**src/hdl/stt_pkg.sv**
```systemverilog
// ----------------------------------------------------------------------------
// stt_pkg
// Shared types, token kinds and character codes for the source text tokenizer.
// ----------------------------------------------------------------------------
package stt_pkg;

    // Parameter defaults for the top level
    localparam int OFFSET_WIDTH_DEF    = 32;
    localparam int MAX_NAME_BYTES_DEF  = 8;
    localparam int TYPE_NAME_SLOTS_DEF = 4;

    // Fixed field widths
    localparam int POS_W      = 32;   // offset fields on the ports
    localparam int LC_W       = 16;   // line and column
    localparam int NAME_W     = 64;   // packed name / type name
    localparam int KIND_W     = 5;
    localparam int CFG_IDX_W  = 2;
    localparam int BYTE_W     = 8;

    // Token queue between scanner and resolver
    localparam int QUEUE_DEPTH = 8;
    localparam int MAX_PUSH    = 3;   // tokens one byte can produce
    localparam int PUSH_W      = 2;

    // Token kinds
    localparam logic [KIND_W-1:0] KIND_IDENT  = 5'd0;
    localparam logic [KIND_W-1:0] KIND_TYPE   = 5'd1;
    localparam logic [KIND_W-1:0] KIND_INT    = 5'd2;
    localparam logic [KIND_W-1:0] KIND_RETURN = 5'd3;
    localparam logic [KIND_W-1:0] KIND_IF     = 5'd4;
    localparam logic [KIND_W-1:0] KIND_LPAREN = 5'd5;
    localparam logic [KIND_W-1:0] KIND_RPAREN = 5'd6;
    localparam logic [KIND_W-1:0] KIND_LBRACE = 5'd7;
    localparam logic [KIND_W-1:0] KIND_RBRACE = 5'd8;
    localparam logic [KIND_W-1:0] KIND_PLUS   = 5'd9;
    localparam logic [KIND_W-1:0] KIND_MINUS  = 5'd10;
    localparam logic [KIND_W-1:0] KIND_ARROW  = 5'd11;
    localparam logic [KIND_W-1:0] KIND_STAR   = 5'd12;
    localparam logic [KIND_W-1:0] KIND_SLASH  = 5'd13;
    localparam logic [KIND_W-1:0] KIND_ASSIGN = 5'd14;
    localparam logic [KIND_W-1:0] KIND_EQEQ   = 5'd15;
    localparam logic [KIND_W-1:0] KIND_AT     = 5'd16;
    localparam logic [KIND_W-1:0] KIND_SEMI   = 5'd17;
    localparam logic [KIND_W-1:0] KIND_EOF    = 5'd18;
    localparam logic [KIND_W-1:0] KIND_STRAY  = 5'd19;

    // Character codes
    localparam logic [BYTE_W-1:0] CH_NEWLINE = 8'h0A;
    localparam logic [BYTE_W-1:0] CH_SPACE   = 8'h20;
    localparam logic [BYTE_W-1:0] CH_LPAREN  = 8'h28;
    localparam logic [BYTE_W-1:0] CH_RPAREN  = 8'h29;
    localparam logic [BYTE_W-1:0] CH_STAR    = 8'h2A;
    localparam logic [BYTE_W-1:0] CH_PLUS    = 8'h2B;
    localparam logic [BYTE_W-1:0] CH_MINUS   = 8'h2D;
    localparam logic [BYTE_W-1:0] CH_SLASH   = 8'h2F;
    localparam logic [BYTE_W-1:0] CH_SEMI    = 8'h3B;
    localparam logic [BYTE_W-1:0] CH_EQUALS  = 8'h3D;
    localparam logic [BYTE_W-1:0] CH_GT      = 8'h3E;
    localparam logic [BYTE_W-1:0] CH_AT      = 8'h40;
    localparam logic [BYTE_W-1:0] CH_UNDER   = 8'h5F;
    localparam logic [BYTE_W-1:0] CH_LBRACE  = 8'h7B;
    localparam logic [BYTE_W-1:0] CH_RBRACE  = 8'h7D;

    // Keywords, packed low byte first
    localparam logic [NAME_W-1:0] KW_RETURN = 64'h0000_6E72_7574_6572;
    localparam logic [NAME_W-1:0] KW_IF     = 64'h0000_0000_0000_6669;

    // One token record in the queue; names are resolved downstream
    typedef struct packed {
        logic [KIND_W-1:0] kind;
        logic              is_name;
        logic              name_long;
        logic [NAME_W-1:0] name;
        logic [POS_W-1:0]  start_off;
        logic [POS_W-1:0]  end_off;
        logic [LC_W-1:0]   line;
        logic [LC_W-1:0]   col;
        logic              last;
    } t_tok;

    // Queue status seen by the scanner and resolver
    typedef struct packed {
        logic empty;
        logic room;
    } t_q_stat;

endpackage

```
**src/hdl/stt_scan.sv**
```systemverilog
// ----------------------------------------------------------------------------
// stt_scan
// Front end: accepts source bytes, tracks offset/line/column and the pending
// token, and writes up to three token records per byte into the queue.
// ----------------------------------------------------------------------------
module stt_scan #(
    parameter int OFFSET_WIDTH   = stt_pkg::OFFSET_WIDTH_DEF,
    parameter int MAX_NAME_BYTES = stt_pkg::MAX_NAME_BYTES_DEF
) (
    input  logic                      i_clk,
    input  logic                      i_rst_n,
    input  logic                      i_in_valid,
    input  logic [7:0]                i_source_byte,
    input  logic                      i_end_of_text,
    input  stt_pkg::t_q_stat          i_q_stat,
    output logic [stt_pkg::PUSH_W-1:0] o_push_cnt,
    output stt_pkg::t_tok             o_push_tok [stt_pkg::MAX_PUSH]
);
    import stt_pkg::*;

    localparam int LEN_W = $clog2(MAX_NAME_BYTES + 2);
    localparam logic [LEN_W-1:0] LEN_MAX  = LEN_W'(MAX_NAME_BYTES);
    localparam logic [LEN_W-1:0] LEN_LONG = LEN_W'(MAX_NAME_BYTES + 1);

    typedef enum logic [2:0] {
        M_IDLE,
        M_NAME,
        M_DIGITS,
        M_MINUS,
        M_EQUALS
    } t_mode;

    t_mode                   r_mode, n_mode;
    logic [OFFSET_WIDTH-1:0] r_start, n_start;
    logic [NAME_W-1:0]       r_buf, n_buf;
    logic [LEN_W-1:0]        r_len, n_len;
    logic [OFFSET_WIDTH-1:0] r_off, n_off;
    logic [LC_W-1:0]         r_line, n_line;
    logic [LC_W-1:0]         r_col, n_col;
    logic [LC_W-1:0]         r_pend_col, n_pend_col;

    logic                    accept;
    logic                    is_letter, is_digit, is_cont;
    logic                    used, newline;
    logic [OFFSET_WIDTH-1:0] off_next, off_after;
    logic [LC_W-1:0]         pos_line, pos_col;
    logic                    cand_v [MAX_PUSH];
    t_tok                    cand   [MAX_PUSH];
    logic [PUSH_W-1:0]       cnt;

    // Low 32 bits of an offset, zero-extended when the offset is narrower
    function automatic logic [POS_W-1:0] to_pos(input logic [OFFSET_WIDTH-1:0] v);
        logic [OFFSET_WIDTH+POS_W-1:0] w;
        w = {{POS_W{1'b0}}, v};
        return w[POS_W-1:0];
    endfunction

    // Record for a pending token that is closed
    function automatic t_tok pend_tok(
        input t_mode                   m,
        input logic [NAME_W-1:0]       nm,
        input logic [LEN_W-1:0]        len,
        input logic [OFFSET_WIDTH-1:0] s,
        input logic [OFFSET_WIDTH-1:0] e,
        input logic [LC_W-1:0]         ln,
        input logic [LC_W-1:0]         cl
    );
        t_tok t;
        t           = '0;
        t.name      = nm;
        t.name_long = (len > LEN_MAX);
        t.start_off = to_pos(s);
        t.end_off   = to_pos(e);
        t.line      = ln;
        t.col       = cl;
        unique case (m)
            M_NAME: begin
                t.kind    = KIND_IDENT;
                t.is_name = 1'b1;
            end
            M_DIGITS: t.kind = KIND_INT;
            M_MINUS:  t.kind = KIND_MINUS;
            M_EQUALS: t.kind = KIND_ASSIGN;
            default:  t.kind = KIND_STRAY;
        endcase
        return t;
    endfunction

    // Plain token record
    function automatic t_tok plain_tok(
        input logic [KIND_W-1:0]       k,
        input logic [OFFSET_WIDTH-1:0] s,
        input logic [OFFSET_WIDTH-1:0] e,
        input logic [LC_W-1:0]         ln,
        input logic [LC_W-1:0]         cl,
        input logic                    lst
    );
        t_tok t;
        t           = '0;
        t.kind      = k;
        t.start_off = to_pos(s);
        t.end_off   = to_pos(e);
        t.line      = ln;
        t.col       = cl;
        t.last      = lst;
        return t;
    endfunction

    assign accept = i_in_valid && i_q_stat.room;

    // Byte classes
    assign is_letter = ((i_source_byte >= 8'h61) && (i_source_byte <= 8'h7A)) ||
                       ((i_source_byte >= 8'h41) && (i_source_byte <= 8'h5A));
    assign is_digit  = (i_source_byte >= 8'h30) && (i_source_byte <= 8'h39);
    assign is_cont   = is_letter || is_digit || (i_source_byte == CH_UNDER);

    assign off_next  = r_off + 1'b1;
    assign off_after = off_next + 1'b1;

    // Scan step: close / own token / end-of-text flush / eof
    always_comb begin
        n_mode     = r_mode;
        n_start    = r_start;
        n_buf      = r_buf;
        n_len      = r_len;
        n_pend_col = r_pend_col;
        used       = 1'b0;
        newline    = 1'b0;
        for (int i = 0; i < MAX_PUSH; i++) begin
            cand_v[i] = 1'b0;
            cand[i]   = '0;
        end

        // Extend or close the pending token
        unique case (r_mode)
            M_NAME: begin
                if (is_cont) begin
                    used       = 1'b1;
                    n_pend_col = r_col;
                    if (r_len < LEN_MAX) begin
                        n_buf[8*r_len[2:0] +: 8] = i_source_byte;
                        n_len                    = r_len + 1'b1;
                    end else begin
                        n_len = LEN_LONG;
                    end
                end
            end
            M_DIGITS: begin
                if (is_digit) begin
                    used       = 1'b1;
                    n_pend_col = r_col;
                end
            end
            M_MINUS: begin
                if (i_source_byte == CH_GT) begin
                    used      = 1'b1;
                    n_mode    = M_IDLE;
                    cand_v[0] = 1'b1;
                    cand[0]   = plain_tok(KIND_ARROW, r_start, off_next, r_line, r_col,
                                          1'b0);
                end
            end
            M_EQUALS: begin
                if (i_source_byte == CH_EQUALS) begin
                    used      = 1'b1;
                    n_mode    = M_IDLE;
                    cand_v[0] = 1'b1;
                    cand[0]   = plain_tok(KIND_EQEQ, r_start, off_next, r_line, r_col,
                                          1'b0);
                end
            end
            default: ;
        endcase

        if (!used) begin
            if (r_mode != M_IDLE) begin
                cand_v[0] = 1'b1;
                cand[0]   = pend_tok(r_mode, r_buf, r_len, r_start, r_off, r_line,
                                     r_pend_col);
                n_mode    = M_IDLE;
            end
            if (is_letter || is_digit || (i_source_byte == CH_MINUS) ||
                (i_source_byte == CH_EQUALS)) begin
                // Start a new pending token
                priority if (is_letter)                n_mode = M_NAME;
                else if (is_digit)                     n_mode = M_DIGITS;
                else if (i_source_byte == CH_MINUS)    n_mode = M_MINUS;
                else                                   n_mode = M_EQUALS;
                n_start    = r_off;
                n_pend_col = r_col;
                n_buf      = is_letter ? {{(NAME_W-BYTE_W){1'b0}}, i_source_byte} : '0;
                n_len      = is_letter ? LEN_W'(1) : '0;
            end else begin
                // Single byte tokens
                cand_v[1] = 1'b1;
                unique case (i_source_byte)
                    CH_LPAREN:  cand[1].kind = KIND_LPAREN;
                    CH_RPAREN:  cand[1].kind = KIND_RPAREN;
                    CH_LBRACE:  cand[1].kind = KIND_LBRACE;
                    CH_RBRACE:  cand[1].kind = KIND_RBRACE;
                    CH_PLUS:    cand[1].kind = KIND_PLUS;
                    CH_STAR:    cand[1].kind = KIND_STAR;
                    CH_SLASH:   cand[1].kind = KIND_SLASH;
                    CH_AT:      cand[1].kind = KIND_AT;
                    CH_SEMI:    cand[1].kind = KIND_SEMI;
                    CH_NEWLINE: begin
                        cand_v[1] = 1'b0;
                        newline   = 1'b1;
                    end
                    CH_SPACE:   cand_v[1] = 1'b0;
                    default:    cand[1].kind = KIND_STRAY;
                endcase
                cand[1] = plain_tok(cand[1].kind, r_off, off_next, r_line, r_col, 1'b0);
            end
        end

        // Position after this byte, saturating
        if (newline) begin
            pos_line = (r_line != '1) ? r_line + 1'b1 : r_line;
            pos_col  = LC_W'(1);
        end else begin
            pos_line = r_line;
            pos_col  = (r_col != '1) ? r_col + 1'b1 : r_col;
        end
        n_off  = off_next;
        n_line = pos_line;
        n_col  = pos_col;

        // End of text: flush, eof, start afresh
        if (i_end_of_text) begin
            if (n_mode != M_IDLE) begin
                cand_v[1] = 1'b1;
                cand[1]   = pend_tok(n_mode, n_buf, n_len, n_start, off_next, pos_line,
                                     n_pend_col);
            end
            cand_v[2]  = 1'b1;
            cand[2]    = plain_tok(KIND_EOF, off_next, off_after, pos_line, pos_col, 1'b1);
            n_mode     = M_IDLE;
            n_start    = '0;
            n_buf      = '0;
            n_len      = '0;
            n_off      = '0;
            n_line     = LC_W'(1);
            n_col      = LC_W'(1);
            n_pend_col = '0;
        end
    end

    // Pack the candidate tokens in order
    always_comb begin
        cnt = '0;
        for (int i = 0; i < MAX_PUSH; i++) begin
            o_push_tok[i] = cand[i];
        end
        for (int i = 0; i < MAX_PUSH; i++) begin
            if (cand_v[i]) begin
                o_push_tok[cnt] = cand[i];
                cnt             = cnt + 1'b1;
            end
        end
        o_push_cnt = accept ? cnt : '0;
    end

    // Scan state
    always_ff @(posedge i_clk) begin
        if (!i_rst_n) begin
            r_mode <= M_IDLE;
            r_off  <= '0;
            r_line <= LC_W'(1);
            r_col  <= LC_W'(1);
        end else if (accept) begin
            r_mode <= n_mode;
            r_off  <= n_off;
            r_line <= n_line;
            r_col  <= n_col;
        end
    end

    always_ff @(posedge i_clk) begin
        if (accept) begin
            r_start    <= n_start;
            r_buf      <= n_buf;
            r_len      <= n_len;
            r_pend_col <= n_pend_col;
        end
    end

    // End of text leaves the scanner at the start of a fresh text
    a_eot_fresh: assert property (@(posedge i_clk) disable iff (!i_rst_n)
        (accept && i_end_of_text) |=>
            (r_mode == M_IDLE) && (r_off == '0) && (r_line == LC_W'(1)) &&
            (r_col == LC_W'(1)))
        else $error("scanner not cleared after end of text");

    // Each other byte moves the offset by one
    a_off_step: assert property (@(posedge i_clk) disable iff (!i_rst_n)
        (accept && !i_end_of_text) |=> (r_off == $past(r_off) + 1'b1))
        else $error("byte offset did not advance by one");

endmodule

```
**src/hdl/stt_tok_fifo.sv**
```systemverilog
// ----------------------------------------------------------------------------
// stt_tok_fifo
// Token queue: takes up to three records per cycle from the scanner, hands
// one record per cycle to the resolver whenever the resolver pops.
// ----------------------------------------------------------------------------
module stt_tok_fifo (
    input  logic                       i_clk,
    input  logic                       i_rst_n,
    input  logic [stt_pkg::PUSH_W-1:0] i_push_cnt,
    input  stt_pkg::t_tok              i_push_tok [stt_pkg::MAX_PUSH],
    input  logic                       i_pop,
    output stt_pkg::t_tok              o_head,
    output stt_pkg::t_q_stat           o_stat
);
    import stt_pkg::*;

    localparam int PTR_W = $clog2(QUEUE_DEPTH);
    localparam int CNT_W = PTR_W + 1;

    t_tok             r_mem [QUEUE_DEPTH];
    logic [PTR_W-1:0] r_wr, r_rd;
    logic [CNT_W-1:0] r_count;

    assign o_head       = r_mem[r_rd];
    assign o_stat.empty = (r_count == '0);
    assign o_stat.room  = (r_count <= CNT_W'(QUEUE_DEPTH - MAX_PUSH));

    // Storage
    always_ff @(posedge i_clk) begin
        for (int k = 0; k < MAX_PUSH; k++) begin
            if (PUSH_W'(k) < i_push_cnt) begin
                r_mem[r_wr + PTR_W'(k)] <= i_push_tok[k];
            end
        end
    end

    // Pointers and fill level
    always_ff @(posedge i_clk) begin
        if (!i_rst_n) begin
            r_wr    <= '0;
            r_rd    <= '0;
            r_count <= '0;
        end else begin
            r_wr    <= r_wr + PTR_W'(i_push_cnt);
            r_rd    <= r_rd + PTR_W'(i_pop);
            r_count <= r_count + CNT_W'(i_push_cnt) - CNT_W'(i_pop);
        end
    end

    // Writes only land where there was room for a full burst
    a_no_overflow: assert property (@(posedge i_clk) disable iff (!i_rst_n)
        (i_push_cnt != '0) |-> o_stat.room)
        else $error("token queue written without room");

    // Pointer distance matches the fill level
    a_ptr_count: assert property (@(posedge i_clk) disable iff (!i_rst_n)
        ((r_wr - r_rd) == r_count[PTR_W-1:0]) && (r_count <= CNT_W'(QUEUE_DEPTH)))
        else $error("token queue pointers disagree with count");

endmodule

```
**src/hdl/stt_resolve.sv**
```systemverilog
// ----------------------------------------------------------------------------
// stt_resolve
// Back end: holds the type name registers, resolves names into identifier,
// keyword or type tokens and drives the output register.
// ----------------------------------------------------------------------------
module stt_resolve #(
    parameter int TYPE_NAME_SLOTS = stt_pkg::TYPE_NAME_SLOTS_DEF
) (
    input  logic                          i_clk,
    input  logic                          i_rst_n,
    input  logic                          i_cfg_valid,
    input  logic [stt_pkg::CFG_IDX_W-1:0] i_cfg_index,
    input  logic [stt_pkg::NAME_W-1:0]    i_cfg_data,
    output logic                          o_cfg_ready,
    input  stt_pkg::t_tok                 i_head,
    input  stt_pkg::t_q_stat              i_q_stat,
    output logic                          o_pop,
    output logic                          o_out_valid,
    input  logic                          i_out_stall,
    output logic [stt_pkg::KIND_W-1:0]    o_token_kind,
    output logic [stt_pkg::POS_W-1:0]     o_start_offset,
    output logic [stt_pkg::POS_W-1:0]     o_end_offset,
    output logic [stt_pkg::LC_W-1:0]      o_line_number,
    output logic [stt_pkg::LC_W-1:0]      o_column_number,
    output logic                          o_last_token
);
    import stt_pkg::*;

    logic [NAME_W-1:0] r_type_name [TYPE_NAME_SLOTS];
    logic              r_valid;
    logic [KIND_W-1:0] r_kind;
    logic [POS_W-1:0]  r_start, r_end;
    logic [LC_W-1:0]   r_line, r_col;
    logic              r_last;
    logic              type_hit;
    logic [KIND_W-1:0] n_kind;

    assign o_cfg_ready = 1'b1;

    // Type name registers
    always_ff @(posedge i_clk) begin
        if (!i_rst_n) begin
            for (int i = 0; i < TYPE_NAME_SLOTS; i++) begin
                r_type_name[i] <= '0;
            end
        end else if (i_cfg_valid) begin
            for (int i = 0; i < TYPE_NAME_SLOTS; i++) begin
                if (i_cfg_index == CFG_IDX_W'(i)) begin
                    r_type_name[i] <= i_cfg_data;
                end
            end
        end
    end

    // Keyword and type name match on the queue head
    always_comb begin
        type_hit = 1'b0;
        for (int i = 0; i < TYPE_NAME_SLOTS; i++) begin
            if ((r_type_name[i] != '0) && (r_type_name[i] == i_head.name)) begin
                type_hit = 1'b1;
            end
        end
        n_kind = i_head.kind;
        if (i_head.is_name && !i_head.name_long) begin
            priority if (i_head.name == KW_RETURN) n_kind = KIND_RETURN;
            else if (i_head.name == KW_IF)         n_kind = KIND_IF;
            else if (type_hit)                     n_kind = KIND_TYPE;
            else                                   n_kind = KIND_IDENT;
        end
    end

    // Output register refills whenever it is empty or being taken
    assign o_pop = !i_q_stat.empty && (!r_valid || !i_out_stall);

    always_ff @(posedge i_clk) begin
        if (!i_rst_n) begin
            r_valid <= 1'b0;
        end else if (o_pop) begin
            r_valid <= 1'b1;
        end else if (!i_out_stall) begin
            r_valid <= 1'b0;
        end
    end

    always_ff @(posedge i_clk) begin
        if (o_pop) begin
            r_kind  <= n_kind;
            r_start <= i_head.start_off;
            r_end   <= i_head.end_off;
            r_line  <= i_head.line;
            r_col   <= i_head.col;
            r_last  <= i_head.last;
        end
    end

    assign o_out_valid     = r_valid;
    assign o_token_kind    = r_kind;
    assign o_start_offset  = r_start;
    assign o_end_offset    = r_end;
    assign o_line_number   = r_line;
    assign o_column_number = r_col;
    assign o_last_token    = r_last;

    // The last flag marks exactly the eof token
    a_last_is_eof: assert property (@(posedge i_clk) disable iff (!i_rst_n)
        r_valid |-> (r_last == (r_kind == KIND_EOF)))
        else $error("last flag and eof kind disagree");

    // Lines count from one
    a_line_nonzero: assert property (@(posedge i_clk) disable iff (!i_rst_n)
        r_valid |-> (r_line != '0))
        else $error("token carries line zero");

endmodule

```
**src/hdl/source_text_tokenizer.sv**
```systemverilog
// ----------------------------------------------------------------------------
// source_text_tokenizer
// Streaming tokenizer: one source byte in, identifier/keyword/type/integer/
// punctuation/eof tokens out with offsets, line and column.
// ----------------------------------------------------------------------------
// The block takes one source byte per cycle as long as its eight-entry token
// queue has room for three more tokens; o_in_stall rises only when fewer than
// three entries are free. Tokens leave one per cycle while the output is not
// stalled, so a byte stream that yields more than one token per byte (a closed
// token followed by punctuation, or the flush and eof tokens on the final byte)
// fills the queue and briefly stalls the input until the output drains it. A
// token that a byte completes is written into the queue by the scanner at the
// accepting edge; the resolver, which matches names against "return", "if" and
// the type name registers, loads it into the output register when it pops it
// from the head of the queue. Type name registers are written through the config
// channel, which is always ready; write them only while no text is in flight.
// ----------------------------------------------------------------------------
module source_text_tokenizer #(
    parameter int OFFSET_WIDTH    = stt_pkg::OFFSET_WIDTH_DEF,
    parameter int MAX_NAME_BYTES  = stt_pkg::MAX_NAME_BYTES_DEF,
    parameter int TYPE_NAME_SLOTS = stt_pkg::TYPE_NAME_SLOTS_DEF
) (
    input  logic                          i_clk,
    input  logic                          i_rst_n,
    // source byte channel
    input  logic                          i_in_valid,
    output logic                          o_in_stall,
    input  logic [7:0]                    i_source_byte,
    input  logic                          i_end_of_text,
    // token channel
    output logic                          o_out_valid,
    input  logic                          i_out_stall,
    output logic [stt_pkg::KIND_W-1:0]    o_token_kind,
    output logic [stt_pkg::POS_W-1:0]     o_start_offset,
    output logic [stt_pkg::POS_W-1:0]     o_end_offset,
    output logic [stt_pkg::LC_W-1:0]      o_line_number,
    output logic [stt_pkg::LC_W-1:0]      o_column_number,
    output logic                          o_last_token,
    // config write channel
    input  logic                          i_cfg_valid,
    output logic                          o_cfg_ready,
    input  logic [stt_pkg::CFG_IDX_W-1:0] i_cfg_index,
    input  logic [stt_pkg::NAME_W-1:0]    i_cfg_data
);
    import stt_pkg::*;

    logic [PUSH_W-1:0] push_cnt;
    t_tok              push_tok [MAX_PUSH];
    t_tok              head;
    t_q_stat           q_stat;
    logic              pop;

    assign o_in_stall = !q_stat.room;

    // Front: scanner
    stt_scan #(
        .OFFSET_WIDTH   (OFFSET_WIDTH),
        .MAX_NAME_BYTES (MAX_NAME_BYTES)
    ) u_scan (
        .i_clk         (i_clk),
        .i_rst_n       (i_rst_n),
        .i_in_valid    (i_in_valid),
        .i_source_byte (i_source_byte),
        .i_end_of_text (i_end_of_text),
        .i_q_stat      (q_stat),
        .o_push_cnt    (push_cnt),
        .o_push_tok    (push_tok)
    );

    // Token queue
    stt_tok_fifo u_fifo (
        .i_clk      (i_clk),
        .i_rst_n    (i_rst_n),
        .i_push_cnt (push_cnt),
        .i_push_tok (push_tok),
        .i_pop      (pop),
        .o_head     (head),
        .o_stat     (q_stat)
    );

    // Back: name resolution and output register
    stt_resolve #(
        .TYPE_NAME_SLOTS (TYPE_NAME_SLOTS)
    ) u_resolve (
        .i_clk           (i_clk),
        .i_rst_n         (i_rst_n),
        .i_cfg_valid     (i_cfg_valid),
        .i_cfg_index     (i_cfg_index),
        .i_cfg_data      (i_cfg_data),
        .o_cfg_ready     (o_cfg_ready),
        .i_head          (head),
        .i_q_stat        (q_stat),
        .o_pop           (pop),
        .o_out_valid     (o_out_valid),
        .i_out_stall     (i_out_stall),
        .o_token_kind    (o_token_kind),
        .o_start_offset  (o_start_offset),
        .o_end_offset    (o_end_offset),
        .o_line_number   (o_line_number),
        .o_column_number (o_column_number),
        .o_last_token    (o_last_token)
    );

endmodule

```
**config.mk**
```make
export PLATFORM = sky130hd
export DESIGN_NAME = source_text_tokenizer
export DESIGN_NICKNAME = d
export VERILOG_FILES = /design/src/hdl/stt_pkg.sv /design/src/hdl/stt_scan.sv /design/src/hdl/stt_tok_fifo.sv /design/src/hdl/stt_resolve.sv /design/src/hdl/source_text_tokenizer.sv
export SDC_FILE = /design/constraint.sdc
export NUM_CORES = 2
export LEC_CHECK = 0
export BUFFER_PORTS_ARGS = -buffer_cell sky130_fd_sc_hd__buf_2
export CAP_MARGIN = 20
export CELL_PAD_IN_SITES_DETAIL_PLACEMENT = 0
export CELL_PAD_IN_SITES_GLOBAL_PLACEMENT = 1
export CORE_ASPECT_RATIO = 1.5
export CORE_UTILIZATION = 46
export CTS_CLUSTER_DIAMETER = 200
export DETAILED_ROUTE_END_ITERATION = 8
export GPL_TIMING_DRIVEN = 1
export HOLD_SLACK_MARGIN = 0.05
export PLACE_DENSITY_LB_ADDON = 0.1
export SLEW_MARGIN = 40
export SYNTH_ARGS = -nofsm -noshare
export SYNTH_HDL_FRONTEND = slang
export SYNTH_SLANG_ARGS = --single-unit
```
**constraint.sdc**
```tcl
create_clock -name i_clk -period 26.1 [get_ports i_clk]
set_input_delay 3.915 -clock i_clk [delete_from_list [all_inputs] [get_ports i_clk]]
set_output_delay 3.915 -clock i_clk [all_outputs]
set_load 0.01 [all_outputs]
```
Word level (Yosys, flattened, before mapping)
Memories as Yosys holds them, arrays and structs flattened. A register that Yosys moved wholly into a read port is not among the register bits.
Cells that the tools add are included.
{"block": "word_totals", "regBits": 296, "ramBits": 1600, "n_memories": 2}
{"name": "u_fifo.r_mem", "words": 8, "word_bits": 168, "read_ports": 1, "rd_ports_with_merged_regs": 1, "write_ports": 3, "line": "stt_tok_fifo.sv:20", "source": "t_tok r_mem [QUEUE_DEPTH];"}
{"name": "u_resolve.r_type_name", "words": 4, "word_bits": 64, "read_ports": 4, "rd_ports_with_merged_regs": 0, "write_ports": 4, "line": "stt_resolve.sv:29", "source": "logic [NAME_W-1:0] r_type_name [TYPE_NAME_SLOTS];"}
{"block": "op_classes", "addsub": 14, "n_lt_le_gt_ge": 17, "eq_ne": 35, "n_shift": 2, "mux": 115, "bitwise": 6, "n_reduce_logical": 32}
{"operator": "504-bit bitwise mux", "n": 2}
{"operator": "504-bit 2-to-1 mux", "n": 2}
{"operator": "168-bit 2-to-1 mux", "n": 5}
{"operator": "168-bit demux with 2-bit select", "n": 2}
{"operator": "336-bit 2-to-1 mux", "n": 2}
{"operator": "64-bit 2-to-1 mux", "n": 9}
{"operator": "168-bit one-hot mux with 2 select lines", "n": 1}
{"operator": "167-bit 2-to-1 mux", "n": 2}
{"operator": "64-bit == test", "n": 4}
{"operator": "64-bit nonzero test", "n": 4}
{"operator": "16-bit 2-to-1 mux", "n": 10}
{"operator": "32-bit 2-to-1 mux", "n": 3}
{"operator": "8-bit by 6-bit == test with 1-bit output, second input constant", "n": 10}
{"operator": "32-bit by 1-bit adder with 32-bit output, second input constant", "n": 2}
{"operator": "64-bit bitwise mux", "n": 1}
{"operator": "64-bit by 15-bit == test with 1-bit output, second input constant", "n": 1}
{"operator": "64-bit by 47-bit == test with 1-bit output, second input constant", "n": 1}
{"operator": "8-bit by 34-bit variable shift with 64-bit output, first input constant", "n": 1}
{"operator": "8-bit by 34-bit variable part select with 64-bit output", "n": 1}
{"operator": "5-bit one-hot mux with 10 select lines", "n": 1}
{"operator": "1-bit 2-to-1 mux", "n": 45}
{"operator": "5-bit one-hot mux with 4 select lines", "n": 2}
{"operator": "6-bit negation with 34-bit output", "n": 1}
{"operator": "16-bit by 1-bit adder with 16-bit output, second input constant", "n": 2}
{"operator": "48 further kinds", "n": 107}

Logic depth before layout (Yosys ltp)
{"block": "depth", "depth_word": 19, "depth_mapped": 21, "depth_no_buf": 17}

Hierarchy
A second synthesis with hierarchy kept.
{"block": "hier_totals", "hier_cells": 12963, "area_unflattened_um2": 123294.5}
{"mod": "stt_tok_fifo", "instances": 1, "cells_per_inst": 9383, "area_each_um2": 89549.6, "seq_area_each_um2": 40558.9}
{"mod": "stt_scan", "instances": 1, "cells_per_inst": 2389, "area_each_um2": 17147.7, "seq_area_each_um2": 4824.6}
{"mod": "stt_resolve", "instances": 1, "cells_per_inst": 1190, "area_each_um2": 16593.4, "seq_area_each_um2": 10770.3}
{"mod": "source_text_tokenizer", "instances": 1, "cells_per_inst": 1, "area_each_um2": 3.8, "seq_area_each_um2": 0.0}

Worst setup path after synthesis
Ideal clock, no wire load.
{"block": "synth_path", "path_kind": "input to register", "from": "in i_in_valid", "to": "mem u_fifo.r_mem[4][0] (netlist name), enable pin", "setup_ps": 943, "arrival_ps": 21310, "setup_slack_ps": 3847, "cell_stages": 10, "path_cell_list": "inv_1 -> a221o_1 -> clkbuf_1 -> clkbuf_1 -> inv_1 -> clkbuf_1 -> o21ai_0 -> nand2_1 -> nand2_1 -> o31ai_1"}
{"item": "from (decl)", "line": "source_text_tokenizer.sv:26", "source": "input logic i_in_valid,"}
{"item": "to (decl)", "line": "stt_tok_fifo.sv:20"}

==> summary.txt <==
Run status
  • Status: completed

Synth
  • Post-synth EDFFs: approximately 1,800
  • Yosys reg bits: about 1,900
  • Top FF cell, synth: edfxtp_1
  • Top post-synthesis cells by area: edfxtp_1 55%, mux4_2 6.2%, o221ai_1 5.5%
  • Cell Area, Synth: between 90,000 and 100,000 um2
  • Unique masters post-synth: 112
  • Yosys top cell by area: edfxtp_1
  • Syn_area_per_cell: between 10 and 15 um2
  • Synth warn: 0
  • Post-synthesis sequential area ratio: a little under three fifths
  • Mapped Nets: 8,617
  • Syn Inst Count: 8,514
  • FFs w/ async S/R, synth: 0%
  • Synth cell count leaders: 1,818 x edfxtp_1, 1,457 x nand2_1, 630 x o221ai_1
  • Synth top area share: between 50 and 60%
  • Most common cell in the netlist: edfxtp_1

Pwr
  • Switching power: 3720 uW
  • Peak VDD IR: between 100 and 150 uV
  • Logic pwr share: a little under a third
  • Sw frac: about 37%
  • P_int: about 6400 uW
  • Reg power frac: around two fifths
  • Clock Power Share: ~29%
  • Pwr/cell area: 91.5 nW/um2
  • Leak: about 0.036 uW

Die
  • Die Ht: around 570 um
  • Die area: 218,000 um2
  • Starting density of the core: between 40% and 50%
  • Die X: approximately 380 um
  • Io pins: roughly 190
  • Rows: about 210
  • Core Region: roughly 210,000 um2

Timing
  • RSZ-0062 raised after global routing: false
  • Setup TNS: 0 ps
  • Final Cycle Share: a little over two fifths
  • Count of final setup violators: 0
  • Worst-Margin Slew: 944 ps
  • Fin Clk Skew: 32.9 ps
  • Rel. slew slack: 37.0%
  • Pins Over Slew Limit: 0
  • Final Hold Viols: 0
  • Crit path time final: between 10,000 and 15,000 ps
  • Max frequency: between 80 and 90 MHz
  • Final hold slack: around 520 ps

Routing
  • Drt first pass iters: 9
  • DRC Markers: 0
  • Initial drt markers: approximately 12,000
  • Via density per instance: 7.32
  • WL per Instance: about 40 um
  • Via Count: between 80,000 and 90,000
  • Final ANT Viol Nets: 0
  • Final wirelength: 465,000 um

Cells and area
  • Fill count: between 15,000 and 20,000
  • Share of cells above drive strength 1: approximately 15%
  • Area Overhead vs Synth: 11.4%
  • Multi-input gate area: 41,100 um2
  • FF+latch area: approximately 56,000 um2
  • Net count, final: 8,511

Placed design
  • RD Place Congestion: approximately 1.0
  • I/O Buffers: about 180
  • Dpl hpwl: a little under 300,000 um

CTS
  • H-tree depth: 4
  • Clk buf depth: 4
  • CTS Hold Bufs: 0
  • Post-CTS Setup Inserts: 0
  • Root Buffer: clkbuf_16
  • Num CTS Buffers: 198
  • CTS tree: yes
  • CTS clk-pin slew, worst paths: 60 ps
  • CTS Sinks: roughly 1,900
  • Post-CTS resize count: 0
  • Worst-Skew Late Latency: 890 ps

Critical path
  • R2R Path Start: u_scan.r_mode[1]$_SDFFE_PN0P_
  • CP Max Fanout: 37
  • Arrival @ worst endpoint: 11,760 ps
  • Critical path launch point: i_source_byte[5]
  • Worst Path Required: between 20,000 and 30,000 ps
  • Worst Setup Start Kind: primary input
  • CP Capture Type: register
  • Crit Path Class: primary input to register
  • Cell count of the worst reg-to-reg path: 20

Hold path
  • HP Class: register to register
  • Hold path depth: 2
  • Hold wc startpoint: u_resolve.o_out_valid$_SDFFE_PN0P_

Global routing
  • GR Util All Layers: between 40% and 50%
  • Largest net degree at the start of global routing: roughly 110
  • Antenna violations before repair: 27
  • First-pass GRT wire length: ~640,000 um
  • Vias in the first global route: 80,432
  • Gr ovfl total: 0

Job
  • Maxcap violations: 0
[metrics by stage]
| stage | utilization [%] | total power [uW] | setup slack (ps) | cells | instance area (um2) |
|---|---|---|---|---|---|
| 5_1_grt | 51.7 | 10300 | 14740 | 11402 | 111000 |
| 2_1_floorplan | - | 5820 | 3850 | 8514 | 99500 |
| 3_3_place_gp | 48.4 | 7130 | 14220 | 11026 | 104000 |
| 6_report | 51.7 | 10100 | 14960 | 11411 | 111000 |
| 4_1_cts | 51.6 | 10100 | 15050 | 11394 | 111000 |
| 3_5_place_dp | 48.6 | 7180 | 14170 | 11037 | 104000 |
[state kept, by name, indices dropped and copies added, names as in the netlist, 4 cells and up]
signal	flops
u_fifo.r_count	4
u_resolve.o_token_kind	5
u_scan.r_buf	64
u_resolve.o_column_number	16
u_scan.r_col	16
u_scan.r_len	4
u_fifo.r_mem	1344
u_resolve.o_line_number	16
u_resolve.o_start_offset	32
u_resolve.r_type_name	256
u_scan.r_pend_col	16
u_scan.r_start	32
u_scan.r_off	32
u_scan.r_line	16
u_resolve.o_end_offset	32
[critical path, cell delays in order]
cell and delay [ps]:
buf_2 270, nor4bb_1 700, and2_1 340, o21ai_1 200
o2111ai_2 130, buf_4 350, a22o_1 360, inv_2 100
ha_1 390, nand2_4 590, buf_4 600, o21ai_2 300
nor3_1 630, nand2_2 150, nand2_4 590, buf_4 620
buf_4 680, nor2_1 90, buf_4 230, a222oi_1 300
inv_1 60
[power by group through the flow]
stage	clock, uW	sequential, uW	combinational, uW
final	2920	4010	3220
after global routing	3020	4030	3260
after CTS	2930	4000	3130
after detailed placement	0	4060	3120
after global placement	0	4050	3080
after floorplan	0	4160	1660
[worst paths after layout]
| check | to | slack (ps) |
|---|---|---|
| worst min-delay path | u_resolve.o_out_valid$_SDFFE_PN0P_ | 520 |
| worst min register to register | u_resolve.o_out_valid$_SDFFE_PN0P_ | 520 |
| worst max-delay path | u_fifo.r_mem[0][16]$_DFFE_PP_ | 14960 |
| worst max register to register | u_fifo.r_mem[0][16]$_DFFE_PP_ | 18130 |
[layout make-up]
| cell class | instances | share of cell area [%] |
|---|---|---|
| Multi-Input combinational cell | 5790 | 37.1 |
| Antenna cell | 11 | 0.0248 |
| Timing Repair Buffer | 455 | 3.01 |
| Inverter | 67 | 0.236 |
| Clock inverter | 117 | 1.08 |
| Clock buffer | 240 | 4.69 |
| Tap cell | 2835 | 3.20 |
| Sequential cell | 1896 | 50.7 |
[layer usage]
metal  GRT usage [%]  vias up  share of wire [%]
met2            67.1     6483                 47
li1                -    33358                  -
met1            46.6    41613                 33
met3            8.65     2004                 10
met4            37.0       26                 11
met5               0        -              0.039
[cells in the final DEF (no fill, tap or decap), drive strengths merged, types with 173 or more instances in the layout]
master / count
clkbuf: 242
nor2: 298
mux4: 275
nand2: 1457
o22ai: 588
o221ai: 630
a22oi: 230
a21oi: 235
and2: 341
buf: 453
edfxtp: 1818
o21ai: 277
xnor2: 173
[logic make-up (layout without fill, tap and decap cells)]
logic type | after synthesis | in the layout | share of synthesized area [%]
AOI/OAI and AO/OA | 2287 | 2287 | 16.4
xor gates and xnor gates | 292 | 292 | 2.64
adders and majority gates | 23 | 23 | 0.304
buffers and inverters | 828 | 879 | 3.34
DFF | 1896 | 1896 | 56.4
muxes | 465 | 465 | 8.17
other | 1 | 12 | 0.00377
and+or+nand+nor | 2722 | 2722 | 12.7
(Power assumes the default switching activity.)
